==> src/design/utf8d_pkg.sv <==
`default_nettype none
// ----------------------------------------------------------------------------
// utf8d_pkg
// Shared types and constants of the UTF-8 stream decoder.
// ----------------------------------------------------------------------------
package utf8d_pkg;

    localparam int unsigned BYTE_W = 8;
    localparam int unsigned CP_W   = 21;
    localparam int unsigned LEN_W  = 3;
    localparam int unsigned ST_W   = 2;
    localparam int unsigned PEND_W = 2;

    // Lead byte boundaries
    localparam logic [BYTE_W-1:0] LEAD_CONT  = 8'd128;
    localparam logic [BYTE_W-1:0] LEAD_TWO   = 8'd192;
    localparam logic [BYTE_W-1:0] LEAD_THREE = 8'd224;
    localparam logic [BYTE_W-1:0] LEAD_FOUR  = 8'd240;
    localparam logic [BYTE_W-1:0] LEAD_FIVE  = 8'd248;
    localparam logic [BYTE_W-1:0] CONT_BITS  = 8'h3F;

    // Result status codes
    localparam logic [ST_W-1:0] ST_OK       = 2'd0;
    localparam logic [ST_W-1:0] ST_BAD_LEAD = 2'd1;
    localparam logic [ST_W-1:0] ST_BAD_CONT = 2'd2;

    // Sequence lengths
    localparam logic [LEN_W-1:0] LEN_NONE  = 3'd0;
    localparam logic [LEN_W-1:0] LEN_ONE   = 3'd1;
    localparam logic [LEN_W-1:0] LEN_TWO   = 3'd2;
    localparam logic [LEN_W-1:0] LEN_THREE = 3'd3;
    localparam logic [LEN_W-1:0] LEN_FOUR  = 3'd4;

    // Decoder state between bytes
    typedef struct packed {
        logic [PEND_W-1:0] bytes_pending;
        logic [CP_W-1:0]   partial_value;
        logic [LEN_W-1:0]  sequence_size;
    } t_dec_state;

    // One decoded result item
    typedef struct packed {
        logic [CP_W-1:0]  scalar_value;
        logic [LEN_W-1:0] seq_length;
        logic [ST_W-1:0]  status;
    } t_dec_result;

endpackage
`default_nettype wire

==> src/design/utf8d_step.sv <==
`default_nettype none
// ----------------------------------------------------------------------------
// utf8d_step
// Combinational decode of one byte against the current sequence state.
// ----------------------------------------------------------------------------
module utf8d_step (
    input  wire utf8d_pkg::t_dec_state              i_state,
    input  wire logic [utf8d_pkg::BYTE_W-1:0]       i_byte,
    output utf8d_pkg::t_dec_state                   o_state,
    output utf8d_pkg::t_dec_result                  o_result,
    output logic                                    o_emit
);

    logic [utf8d_pkg::CP_W-1:0] w_shifted;
    logic                       w_is_cont;

    assign w_is_cont = ((i_byte & utf8d_pkg::LEAD_TWO) == utf8d_pkg::LEAD_CONT);
    assign w_shifted = {i_state.partial_value[utf8d_pkg::CP_W-7:0],
                        i_byte[5:0] & utf8d_pkg::CONT_BITS[5:0]};

    // Decode one byte: continue an open sequence or classify a lead
    always_comb begin
        o_state  = i_state;
        o_result = '0;
        o_emit   = 1'b0;
        if (i_state.bytes_pending != '0) begin
            if (!w_is_cont) begin
                // drop the partial sequence and this byte
                o_state             = '0;
                o_result.status     = utf8d_pkg::ST_BAD_CONT;
                o_emit              = 1'b1;
            end else if (i_state.bytes_pending == 2'd1) begin
                o_state               = '0;
                o_result.scalar_value = w_shifted;
                o_result.seq_length   = i_state.sequence_size;
                o_result.status       = utf8d_pkg::ST_OK;
                o_emit                = 1'b1;
            end else begin
                o_state.partial_value = w_shifted;
                o_state.bytes_pending = i_state.bytes_pending - 2'd1;
            end
        end else if (i_byte < utf8d_pkg::LEAD_CONT) begin
            o_result.scalar_value = {{(utf8d_pkg::CP_W-utf8d_pkg::BYTE_W){1'b0}}, i_byte};
            o_result.seq_length   = utf8d_pkg::LEN_ONE;
            o_result.status       = utf8d_pkg::ST_OK;
            o_emit                = 1'b1;
        end else if (i_byte < utf8d_pkg::LEAD_TWO || i_byte >= utf8d_pkg::LEAD_FIVE) begin
            // lone continuation or five-byte-and-up lead
            o_result.status = utf8d_pkg::ST_BAD_LEAD;
            o_emit          = 1'b1;
        end else if (i_byte inside {[utf8d_pkg::LEAD_TWO:utf8d_pkg::LEAD_THREE-8'd1]}) begin
            o_state.partial_value = {16'd0, i_byte[4:0]};
            o_state.bytes_pending = 2'd1;
            o_state.sequence_size = utf8d_pkg::LEN_TWO;
        end else if (i_byte inside {[utf8d_pkg::LEAD_THREE:utf8d_pkg::LEAD_FOUR-8'd1]}) begin
            o_state.partial_value = {17'd0, i_byte[3:0]};
            o_state.bytes_pending = 2'd2;
            o_state.sequence_size = utf8d_pkg::LEN_THREE;
        end else begin
            o_state.partial_value = {18'd0, i_byte[2:0]};
            o_state.bytes_pending = 2'd3;
            o_state.sequence_size = utf8d_pkg::LEN_FOUR;
        end
    end

endmodule
`default_nettype wire

==> src/design/utf8_stream_decoder.sv <==
`default_nettype none
// ----------------------------------------------------------------------------
// utf8_stream_decoder
// Byte-at-a-time UTF-8 decoder with a registered result stage.
// ----------------------------------------------------------------------------
// The decoder takes one byte per clock and accepts a new byte in every cycle
// in which the result register is empty or being emptied. A byte is decoded
// in the cycle it is accepted; a result (code point, length, status) appears
// in the output register on the next cycle. Bytes that open or extend a
// sequence produce no result; the byte that completes it produces one. Bad
// leads and bad continuation bytes produce an error result; a bad
// continuation byte is dropped together with the partial sequence. Overlong
// forms, surrogates and values above 0x10FFFF are passed through unchecked.
// Sustained rate is one byte per clock while the result side does not stall,
// set by the single state register update loop.
module utf8_stream_decoder (
    input  wire logic                                i_clk,
    input  wire logic                                i_rst_n,
    input  wire logic                                i_valid,
    output logic                                     o_ready,
    input  wire logic [utf8d_pkg::BYTE_W-1:0]        i_byte_in,
    output logic                                     o_valid,
    input  wire logic                                i_ready,
    output logic [utf8d_pkg::CP_W-1:0]               o_scalar_value,
    output logic [utf8d_pkg::LEN_W-1:0]              o_seq_length,
    output logic [utf8d_pkg::ST_W-1:0]               o_status
);

    utf8d_pkg::t_dec_state  r_state;
    utf8d_pkg::t_dec_state  n_state;
    utf8d_pkg::t_dec_result r_result;
    utf8d_pkg::t_dec_result n_result;
    logic                   r_out_valid;
    logic                   w_emit;
    logic                   w_accept;

    utf8d_step u_step (
        .i_state  (r_state),
        .i_byte   (i_byte_in),
        .o_state  (n_state),
        .o_result (n_result),
        .o_emit   (w_emit)
    );

    assign o_ready  = !r_out_valid || i_ready;
    assign w_accept = i_valid && o_ready;

    // Advance the sequence state on each accepted item
    always_ff @(posedge i_clk) begin
        if (!i_rst_n) begin
            r_state <= '0;
        end else if (w_accept) begin
            r_state <= n_state;
        end
    end

    // Hold the result until taken; load a new one when emitted
    always_ff @(posedge i_clk) begin
        if (!i_rst_n) begin
            r_out_valid <= 1'b0;
        end else if (w_accept) begin
            r_out_valid <= w_emit;
        end else if (i_ready) begin
            r_out_valid <= 1'b0;
        end
    end

    always_ff @(posedge i_clk) begin
        if (w_accept && w_emit) begin
            r_result <= n_result;
        end
    end

    assign o_valid        = r_out_valid;
    assign o_scalar_value = r_result.scalar_value;
    assign o_seq_length   = r_result.seq_length;
    assign o_status       = r_result.status;

endmodule
`default_nettype wire

==> config.mk <==
export PLATFORM = sky130hd
export DESIGN_NAME = utf8_stream_decoder
export DESIGN_NICKNAME = d
export VERILOG_FILES = /design/src/design/utf8d_pkg.sv /design/src/design/utf8d_step.sv /design/src/design/utf8_stream_decoder.sv
export SDC_FILE = /design/constraint.sdc
export NUM_CORES = 1
export LEC_CHECK = 0
export BUFFER_PORTS_ARGS = -buffer_cell sky130_fd_sc_hd__buf_2
export CORE_MARGIN = 10
export CORE_UTILIZATION = 48
export DETAILED_ROUTE_END_ITERATION = 8
export HOLD_SLACK_MARGIN = 0.03
export PLACE_DENSITY = 0.69
export REMOVE_ABC_BUFFERS = 1
export SLEW_MARGIN = 20
export SYNTH_ARGS = -nofsm -noshare
export SYNTH_HDL_FRONTEND = slang
export SYNTH_HIERARCHICAL = 1
export SYNTH_SLANG_ARGS = --single-unit
==> constraint.sdc <==
create_clock -name i_clk -period 3.3 [get_ports i_clk]
set_input_delay 0 -clock i_clk [delete_from_list [all_inputs] [get_ports i_clk]]
set_output_delay 0 -clock i_clk [all_outputs]
set_load 0.005 [all_outputs]
# ---- Yosys cells after proc, flatten, opt, wreduce, memory -nomap -nowiden
# Index checks and enable logic that the tools add are counted.
dict set report word_totals {
  reg_bits 47
  in_bits 12
  out_inout_bits 28
  word_cells 53
}
dict set report classes {
  addsub 1
  n_lt_le_gt_ge 7
  n_eq_ne 5
  n_mux 22
  n_reduce_logical 11
}
# operator n
set ops {}
lappend ops {{26-bit two-way mux} 7}
lappend ops {{25-bit two-way mux} 1}
lappend ops {{8-bit >= comparator, second input constant} 3}
lappend ops {{24-bit two-way mux} 1}
lappend ops {{23-bit two-way mux} 1}
lappend ops {{8-bit less-or-equal comparator, second input constant} 2}
lappend ops {{8-bit < comparator, second input constant} 2}
lappend ops {{11-bit two-way mux} 1}
lappend ops {{1-bit two-way mux} 8}
lappend ops {{1-bit logical AND} 4}
lappend ops {{2-bit two-way mux} 2}
lappend ops {{2-bit by 1-bit inequality test with 1-bit output, second input constant} 2}
lappend ops {{4-bit AND reduction} 1}
lappend ops {{2-bit nonzero test} 2}
lappend ops {{3-bit two-way mux} 1}
lappend ops {{3-bit inequality test, second input constant} 1}
lappend ops {{3-bit AND reduction} 1}
lappend ops {{2-bit by 1-bit == test with 1-bit output, second input constant} 1}
lappend ops {{2-bit == test, second input constant} 1}
lappend ops {{1-bit logical OR} 2}
lappend ops {{2-bit by 1-bit subtractor with 2-bit output, second input constant} 1}
lappend ops {{1-bit zero test} 1}

# ---- Longest topological paths before layout
# Gate-level depths: netlist of the first run.
dict set report depth {
  word_depth 7
  mapped_depth 9
  ltp_nobuf 7
}

# ---- Modules after synthesis
# The synthesis of the first run kept the hierarchy.
# mod instances cells_per_inst area_per_inst_um2 seq_area_each_um2
set by_module_without_submodules {}
lappend by_module_without_submodules {utf8_stream_decoder 1 145 1893.1 1321.3}
lappend by_module_without_submodules {utf8d_step 1 102 708.2 0.0}

# ---- Least setup slack after synthesis of the first run
# OpenSTA, ideal clock, no wires.
dict set report synth_path {
  path_kind {register -> register}
  start {reg r_state[24] in the netlist's numbering}
  end {reg r_result, in the netlist o_scalar_value[0] (enable)}
  setup_ns 0.412
  arrival_ns 2.388
  required_ns 2.888
  setup_slack_ns 0.500
  stages_incl_launch_ff 8
  path_buffers 1
  path_cell_list {dfxtp_1 > inv_1 > ha_1 > buf_2 > a41o_1 > inv_1 > nand2_1 > nor2b_1}
}
dict set report synth_between {
  elab_chain_len 5
  word_cells_on_any_way 6
}
# element line_no
set synth_lines {}
lappend synth_lines {{start: declaration} utf8_stream_decoder.sv:29} ;# utf8d_pkg::t_dec_state r_state;
lappend synth_lines {{start signal: assignment} utf8_stream_decoder.sv:53} ;# r_state <= n_state;
lappend synth_lines {{2-bit by 1-bit == test with 1-bit output} utf8d_step.sv:32} ;# end else if (i_state.bytes_pending == 2'd1) begin
lappend synth_lines {{1-bit two-way mux} utf8d_step.sv:32}
lappend synth_lines {{1-bit two-way mux} utf8d_step.sv:27} ;# if (!w_is_cont) begin
lappend synth_lines {{1-bit two-way mux (*)} utf8d_step.sv:26} ;# if (i_state.bytes_pending != '0) begin
lappend synth_lines {{named net w_emit} utf8_stream_decoder.sv:34} ;# logic w_emit;
lappend synth_lines {{1-bit logical AND (*)} utf8_stream_decoder.sv:69} ;# if (w_accept && w_emit) begin
lappend synth_lines {{end signal: assignment} utf8_stream_decoder.sv:70} ;# r_result <= n_result;
lappend synth_lines {{end: declaration} utf8_stream_decoder.sv:31} ;# utf8d_pkg::t_dec_result r_result;
# The timed path passes the listed nets; every way through them passes the cells marked *.
# A chain may end at the register's enable or synchronous reset.

# ---- Worst setup path in the final report of the first run
dict set report layout_path {
  start {reg r_state[24] in the netlist's numbering}
  end {reg r_result, in the netlist o_scalar_value[16] (enable)}
}
# The elaborated chain is that of the path after synthesis.

==> metrics, run 1 <==
Setup Slack @ Placement 1034 ps; Layout area overhead 10.07%; Setup Skew 8.502 ps; GRT overflow 0; CP max stage delay 570 ps; final WL 4322 um; TritonRoute pass-1 iters 4; CTS tree yes; Endpoint, Worst Hold o_scalar_value[0]; fmax 0.4440 GHz; first-iteration detailed-routing DRC count 92; Critical Path Fanout Max 26; Sink Count 47; Worst setup EP type flop; largest net degree at the start of global routing 42; CP required 3220 ps; RePlAce Congestion 0.8206; Vert. Die Dim 89.58 um; nets 261; final setup margin 1048 ps; met3 usage 2.347%; Post-CTS Resized 0; Worst Path Arrival 2170 ps; worst r2r path cells 7; clk root buf clkbuf_8; Std-Cell Rows 25; Leak 1.028 nW; routed via count 1610; final core utilization 54.51%; Slowest cell on crit path nor2b_4; port bufs 39; Slew Limit Headroom 46.03%; die width 89.58 um; HP Start i_byte_in[0]; crit share post-route 68.24%; worst-case vdd ir drop 169.4 uV; met2 Use GR 20.45%; CP delay by family, top simple AND/OR/NAND/NOR gates; TritonCTS Buffers 5; CP Buf/Inv Count 3; status finished, final reports clean; fin cells 302; Crit Path Category reg -> reg; die area 8024 sq um; max_cap viols 0; DP HPWL 2934 um; setup TNS 0 ps; Worst R2R End o_scalar_value[16]; initial core utilization 49.52%; Worst setup SP type flop; DRC 0; final count of hold timing violations 0; R2R Path Start r_state[24]; most frequent CP cell inv_1; post-synthesis cell count 217; synthesized area per cell 10.71 sq um; I/O pin total 40; placed cells 293; # diodes 0; CTS H-tree depth 2; CP cell instances inv_1, ha_1, buf_4, a41o_1, inv_1, nand2_1, nor2b_4; first-pass GRT wire length 7341 um; Final Max Slew Viols 0; endpoints failing setup 0; gr usage total 11.39%; maximum root-to-sink buffer count 2; mean routed wirelength per cell 14.31 um; fin crit period 2252 ps; Synthesis Warnings 6; vias per cell 5.331; met1 usage 13.24%; Reg2Reg Setup Slack 1050 ps; RSZ-0062 raised after global routing no; Netlist Area Pre-Place 2323 sq um; Clk pin slew, worst setup/hold paths 90 ps; worst-skew pair later-pin latency 290 ps; Worst Hold Class in -> reg; gr busiest metal met2; initial antenna violation count 0; core area 4692 sq um; Routed Antenna Nets 0; layout cells sized above 1 22.18%; vias in the first global route 1578; total power per unit cell area 442.3 nW/um^2; Hold Crit Depth 2; Slew @ Worst Pin 807.1 ps
-- power breakdown --
group	internal, W	switching (W)
Sequential	0.000649	0.0000102
Clock	0.000149	0.000177
Combinational	0.0000582	0.0000875
-- registers in the layout (all words and copies together), names as in the netlist --
signal,count
o_scalar_value,21
o_seq_length,3
o_status,2
o_valid,1
r_state,20
-- area by class of cell --
class / instances / area [sq um]
clock buffers: 7 / 76.32
repair buffers: 41 / 212.7
inverters: 5 / 18.77
fillers: 429 / 2135
clock inverters: 1 / 5.005
well taps: 54 / 67.56
flip-flops and latches: 47 / 1201
multi-input cells: 147 / 975.9
-- metrics by stage --
step                total power [W]  instance area (sq um)  hold WS [ps]
detailed placement        0.0008215                   2466         305.5
floorplan                 0.0007537                   2188         106.7
CTS                        0.001146                   2557         31.27
global route               0.001183                   2557         37.20
global placement          0.0008188                   2461         300.1
finish                     0.001131                   2557         31.97
-- layout by cell type, fill, tap and decap left out, types with 2 or more instances in the layout --
| cell type | n |
|---|---|
| nand2_1 | 50 |
| buf_2 | 39 |
| edfxtp_1 | 26 |
| dfxtp_1 | 21 |
| mux2i_1 | 20 |
| and2_1 | 17 |
| a22o_1 | 13 |
| nor2b_1 | 8 |
| o21ai_0 | 6 |
| clkbuf_8 | 5 |
| inv_1 | 5 |
| nand3_1 | 3 |
| a21boi_0 | 2 |
| clkbuf_1 | 2 |
| nand2b_1 | 2 |
| a32o_1 | 2 |
| o211ai_1 | 2 |
| nor2_1 | 2 |
| ha_1 | 2 |
-- worst register-to-register path, stage by stage, from the launching register on --
cell and delay (ps):
dfxtp_1 380, inv_1 80, ha_1 240, buf_4 190, a41o_1 280, inv_1 70
nand2_1 80, nor2b_4 570
-- layer usage --
metal	vias up	share of wire, %
met2	30	51
met1	763	43
met3	4	4.6
met4	0	0.81
li1	813	-
met5	-	0
-- repair_timing --
action	CTS	global route
hold buffers	1	0
endpoints found under the hold margin	1	0
buffers inserted	0	0
-- worst max path at each step --
| stage | slack [ps] | startpoint | cells past startpoint | end |
|---|---|---|---|---|
| 6_report | 1050 | r_state[24] | 7 | o_scalar_value[16] |
| 3_5_place_dp | 1030 | r_state[24] | 7 | o_scalar_value[15] |
| 4_1_cts | 1020 | r_state[24] | 7 | o_scalar_value[16] |
| 5_1_grt | 840 | r_state[24] | 7 | o_scalar_value[16] |
| 2_1_floorplan | 440 | r_state[24] | 7 | o_scalar_value[0] |
| 3_3_place_gp | 710 | r_state[24] | 7 | o_scalar_value[15] |
Note: power is estimated with default switching activity, not from simulation.
==> inputs of run 2 (changes only) <==
clock period = 2.1 ns   (was 3.3 ns; I/O delays follow)
==> run 2 against run 1 <==
  * Clock power is 110% higher
  * Critical endpoint unchanged
  * Largest power group unchanged
  * Largest cell class unchanged
  * Flip-flop and latch count is the same
  * Hold slack better by 90 ps
==> metrics, run 2 (synthesis gave the netlist of run 1 again) <==
setup TNS 0 ps (unchanged); mean routed wirelength per cell 15.51 um (+8.4%); fin cells 310 (+2.6%); final instance area 2659 sq um (+4.0%); most frequent CP cell inv_1; I/O pin total 40 (unchanged); Post-CTS Resized 0 (unchanged); Endpoint, Worst Hold o_scalar_value[3]; Clk pin slew, worst setup/hold paths 90 ps (about the same); max_cap viols 0 (unchanged); gr usage total 12.59% (+1.2 points); Psw 0.0004644 W (+69%); Critical Path Fanout Max 18 (-31%); largest net degree at the start of global routing 42 (unchanged); Layout area overhead 14.43%; CTS H-tree depth 2 (unchanged); worst r2r path cells 8 (+1); fin crit period 1917 ps (-335.5 ps); placed cells 297 (+1.4%); CP Buf/Inv Count 3 (unchanged); CP required 2090 ps (-1130 ps); Leak 1.077 nW (+4.7%); core area 4692 sq um (unchanged); most frequent cells in the layout nand2_1 (50), buf_2 (39), edfxtp_1 (26); Hold Crit Depth 2 (unchanged); Worst Hold Class in -> reg; CTS tree yes; Std-Cell Rows 25 (unchanged); final WL 4808 um (+11%); placed cell area 2491 sq um (+1.0%); endpoints failing setup 0 (unchanged); Worst setup EP type flop; Slew Limit Headroom 55.37% (+9.3 points); status finished, final reports clean; total power 0.001973 W (+74%); Worst Path Arrival 1910 ps (-260 ps); Worst setup SP type flop; total power per unit cell area 742.0 nW/um^2 (+68%); worst-case vdd ir drop 316.3 uV (+87%); routed via count 1664 (+3.4%); CP cell instances inv_1, ha_1, nor4b_4, a41o_1, inv_1, nand2_1, nor2b_2, buf_4; most common cell after layout, fill and taps aside nand2_1; uppermost layer routed met4; CP delay by family, top buffers and inverters; fmax 0.5218 GHz (+18%); crit share post-route 91.27% (+23 points); first-pass GRT wire length 7783 um (+6.0%); wl on met1 2115 um (+13%); met2 WL 2302 um (+4.2%); Logic pwr share 12.7% (-0.2 points); Int Pwr 0.001508 W (+76%); R2R Path Start r_state[24]; worst-skew pair later-pin latency 300 ps (about the same); maximum root-to-sink buffer count 2 (unchanged); Setup Skew 10.62 ps (+2.115 ps); DRC 0 (unchanged); RePlAce Congestion 0.8045 (-2.0%); port bufs 39 (unchanged); DP HPWL 3194 um (+8.9%); max reg flops 21 (unchanged); GRT overflow 0 (unchanged); Worst R2R End o_scalar_value[16]; vias per cell 5.368 (+0.69%); Flop pwr share 52.5% (-5.8 points); DR WL met3 291 um (+47%); first-iteration detailed-routing DRC count 82 (-11%); Reg2Reg Setup Slack 180 ps (-860 ps); TritonCTS Buffers 5 (unchanged); CP max stage delay 340 ps (-230 ps); initial core utilization 49.52% (unchanged); TritonRoute pass-1 iters 4 (unchanged); Routed Antenna Nets 0 (unchanged); Vert. Die Dim 89.58 um (unchanged); Crit Path Category reg -> reg; nets 269 (+3.1%); Final Max Slew Viols 0 (unchanged); initial antenna violation count 0 (unchanged); HP Start i_byte_in[3]; Clk pwr share 34.8% (+6.0 points); die width 89.58 um (unchanged); die area 8024 sq um (unchanged); Sw Share 23.54% (-0.77 points); Slowest cell on crit path dfxtp_1; layout cells sized above 1 23.83% (+1.7 points); # diodes 0 (unchanged); RSZ-0062 raised after global routing no; Sink Count 47 (unchanged); vias in the first global route 1583 (+0.32%); clk root buf clkbuf_8; final count of hold timing violations 0 (unchanged); Slew @ Worst Pin 669.5 ps (-137.6 ps); final core utilization 56.67% (+2.2 points)
-- run 2: layout make-up --
class                      count  area, sq um
clock buffer                   6        82.58
timing repair buffer          49        282.8
clock inverter                 2        35.03
multi-input combinational    147        970.9
inverter                       5        18.77
tap                           54        67.56
fill                         406         2033
sequential                    47         1201
-- run 2: power groups by stage --
stage	combinational [W]	sequential, W	clock (W)
after CTS	0.000253	0.00104	0.000693
after global placement	0.000240	0.00106	0
after floorplan	0.000121	0.00106	0
after detailed placement	0.000244	0.00106	0
after global routing	0.000275	0.00104	0.000733
final	0.000251	0.00104	0.000686
-- run 2: worst max path at each step --
stage	slack, ps	to	cells past startpoint	startpoint
6_report	180	o_scalar_value[16]	8	r_state[24]
3_5_place_dp	230	o_scalar_value[20]	7	r_state[24]
4_1_cts	200	o_scalar_value[16]	8	r_state[24]
5_1_grt	80	o_scalar_value[16]	8	r_state[24]
2_1_floorplan	-760	o_scalar_value[0]	7	r_state[24]
3_3_place_gp	310	o_scalar_value[20]	7	r_state[24]
-- run 2: layer usage --
metal / track usage [%] / vias to the layer above
met5: 0 / -
met4: 5.058 / 0
met3: 3.700 / 10
met2: 20.98 / 44
met1: 14.87 / 780
li1: - / 830
-- run 2: what timing repair did --
item | in CTS | in global routing
buffers inserted | 0 | 0
endpoints found under the hold margin | 4 | 0
hold buffers | 5 | 0
-- run 2: through the flow --
step,hold slack (ps),setup slack (ps)
2_1_floorplan,106.7,-761.7
3_3_place_gp,301.5,307.3
3_5_place_dp,309.8,232.8
4_1_cts,120.7,196.5
5_1_grt,144.3,79.45
6_report,121.9,183.4
==> inputs of run 3 (changes only) <==
CORE_ASPECT_RATIO = 0.6   (was unset)
CORE_UTILIZATION = 25   (was 48)
CTS_BUF_LIST = sky130_fd_sc_hd__clkbuf_16   (was unset)
PLACE_DENSITY = unset   (was 0.69)
==> run 3 against run 2 <==
  * Die area up 70%
  * Non-clock buffer count decreased by 2
  * Critical path depth grew 1
  * Critical path type unchanged
  * Critical endpoint is now r_state[3]
==> metrics, run 3 (synthesis gave the netlist of run 1 again) <==
status finished, final reports clean; gr usage total 8.627% (-4.0 points); Flop pwr share 50.8% (-1.7 points); Slew @ Worst Pin 700.8 ps (+31.29 ps); Worst setup SP type flop; mean routed wirelength per cell 15.69 um (+1.2%); initial core utilization 25.47% (-24 points); DP HPWL 4089 um (+28%); GRT overflow 0 (unchanged); total power 0.002048 W (+3.8%); fmax 0.5401 GHz (+3.5%); first-iteration detailed-routing DRC count 135 (+65%); Layout area overhead 17.56%; RSZ-0062 raised after global routing no; crit share post-route 88.16% (-3.1 points); Final Max Slew Viols 0 (unchanged); CTS H-tree depth 2 (unchanged); endpoints failing setup 0 (unchanged); Routed Antenna Nets 0 (unchanged); largest net degree at the start of global routing 42 (unchanged); DRC 0 (unchanged); Logic pwr share 12.7% (about the same); Post-CTS Setup Bufs 0 (unchanged); RePlAce Congestion 0.7607 (-5.4%); final count of hold timing violations 0 (unchanged); CP required 2310 ps (+220 ps); routed via count 1692 (+1.7%); worst-case vdd ir drop 356.3 uV (+13%); max_cap viols 0 (unchanged); layout cells sized above 1 24.02% (+0.19 points); vias in the first global route 1648 (+4.1%); Sw Share 24.05% (+0.51 points); Slew Limit Headroom 53.28% (-2.1 points); initial antenna violation count 0 (unchanged); CTS tree yes; Vert. Die Dim 94.68 um (+5.7%); TritonRoute pass-1 iters 4 (unchanged); core area 9121 sq um (+94%); I/O pin total 40 (unchanged); Critical Path Fanout Max 10 (-8); total power per unit cell area 749.9 nW/um^2 (+1.1%); Leak 1.085 nW (+0.74%); fin crit period 1851 ps (-65.16 ps); maximum root-to-sink buffer count 2 (unchanged); Psw 0.0004925 W (+6.1%); most common cell after layout, fill and taps aside nand2_1; most frequent cells in the layout nand2_1 (50), buf_2 (39), edfxtp_1 (26); Worst Hold Class in -> reg; final WL 5806 um (+21%); port bufs 39 (unchanged); worst-skew pair later-pin latency 280 ps (-20 ps); final instance area 2731 sq um (+2.7%); TritonCTS Buffers 5 (unchanged); Clk pwr share 36.5% (+1.7 points); placed cell area 2584 sq um (+3.7%); clk root buf clkbuf_16; die area 13680 sq um (+70%); Clk pin slew, worst setup/hold paths 60 ps (-30 ps); Worst setup EP type flop; first-pass GRT wire length 9266 um (+19%); die width 144.5 um (+61%); Worst Path Arrival 2060 ps (+150 ps); nets 267 (-0.74%); Sink Count 47 (unchanged); max reg flops 21 (unchanged); # diodes 0 (unchanged); hold buffers post-CTS 1 (-4); Post-CTS Resized 0 (unchanged); Setup Skew 9.756 ps (-0.8615 ps); Crit Path Category reg -> reg; Int Pwr 0.001556 W (+3.1%); Std-Cell Rows 27 (+8.0%); vias per cell 4.573 (-15%)
==> run 3: cell count changes in the layout (fill, tap and decap cells not counted), sizes merged <==
cell / delta
dlygate4sd3: -4
clkbuf: -1
buf: +2
bufinv: -1
inv: +2
==> run 3: cell type report <==
class / count / area (sq um)
Fill cell: 970 / 6390
Sequential cell: 47 / 1201
Multi-Input combinational cell: 147 / 970.9
Timing Repair Buffer: 47 / 257.7
Tap cell: 116 / 145.1
Clock buffer: 5 / 125.1
Inverter: 5 / 18.77
Clock inverter: 3 / 12.51
==> run 3: critical path: stages, from the launching register on <==
cell	delay [ps]
dfxtp_1	340
inv_1	80
ha_1	290
buf_4	220
inv_1	80
a31oi_2	230
buf_4	210
a22o_1	150
nand2_1	50
mux2i_1	140
==> run 3: stage by stage <==
stage                     std cells  util, %  hold slack [ps]  setup WS, ps  setup TNS [ps]
after floorplan                 199        -            106.7        -761.7          -19800
after global placement          361    28.33            314.9         348.1               0
after detailed placement        361    28.33            314.8         278.5               0
after CTS                       370    29.95            77.89         252.0               0
after global routing            370    29.95            120.4         73.24               0
final                           370    29.95            87.29         248.6               0
==> run 3: worst paths after layout <==
| kind | startpoint | to | slack, ps | cells past startpoint |
|---|---|---|---|---|
| max | r_state[24] | r_state[3] | 250 | 9 |
| min | i_byte_in[2] | o_scalar_value[2] | 90 | 2 |
| max reg2reg | r_state[24] | r_state[3] | 250 | 9 |
| min reg2reg | r_state[15] | r_state[15] | 470 | 2 |
==> run 3: power by group through the flow <==
stage / registers, W / clock network, W / logic, W
after CTS: 0.00104 / 0.000766 / 0.000263
after global routing: 0.00105 / 0.000807 / 0.000289
after global placement: 0.00106 / 0 / 0.000255
final: 0.00104 / 0.000748 / 0.000259
after detailed placement: 0.00106 / 0 / 0.000260
after floorplan: 0.00106 / 0 / 0.000121
==> run 3: per-layer routing <==
layer,wire [um],global-route usage (%),vias up
li1,-,-,826
met1,3078,12.62,829
met2,2333,11.69,37
met3,394,3.509,0
met4,0,1.256,0
met5,0,0,-
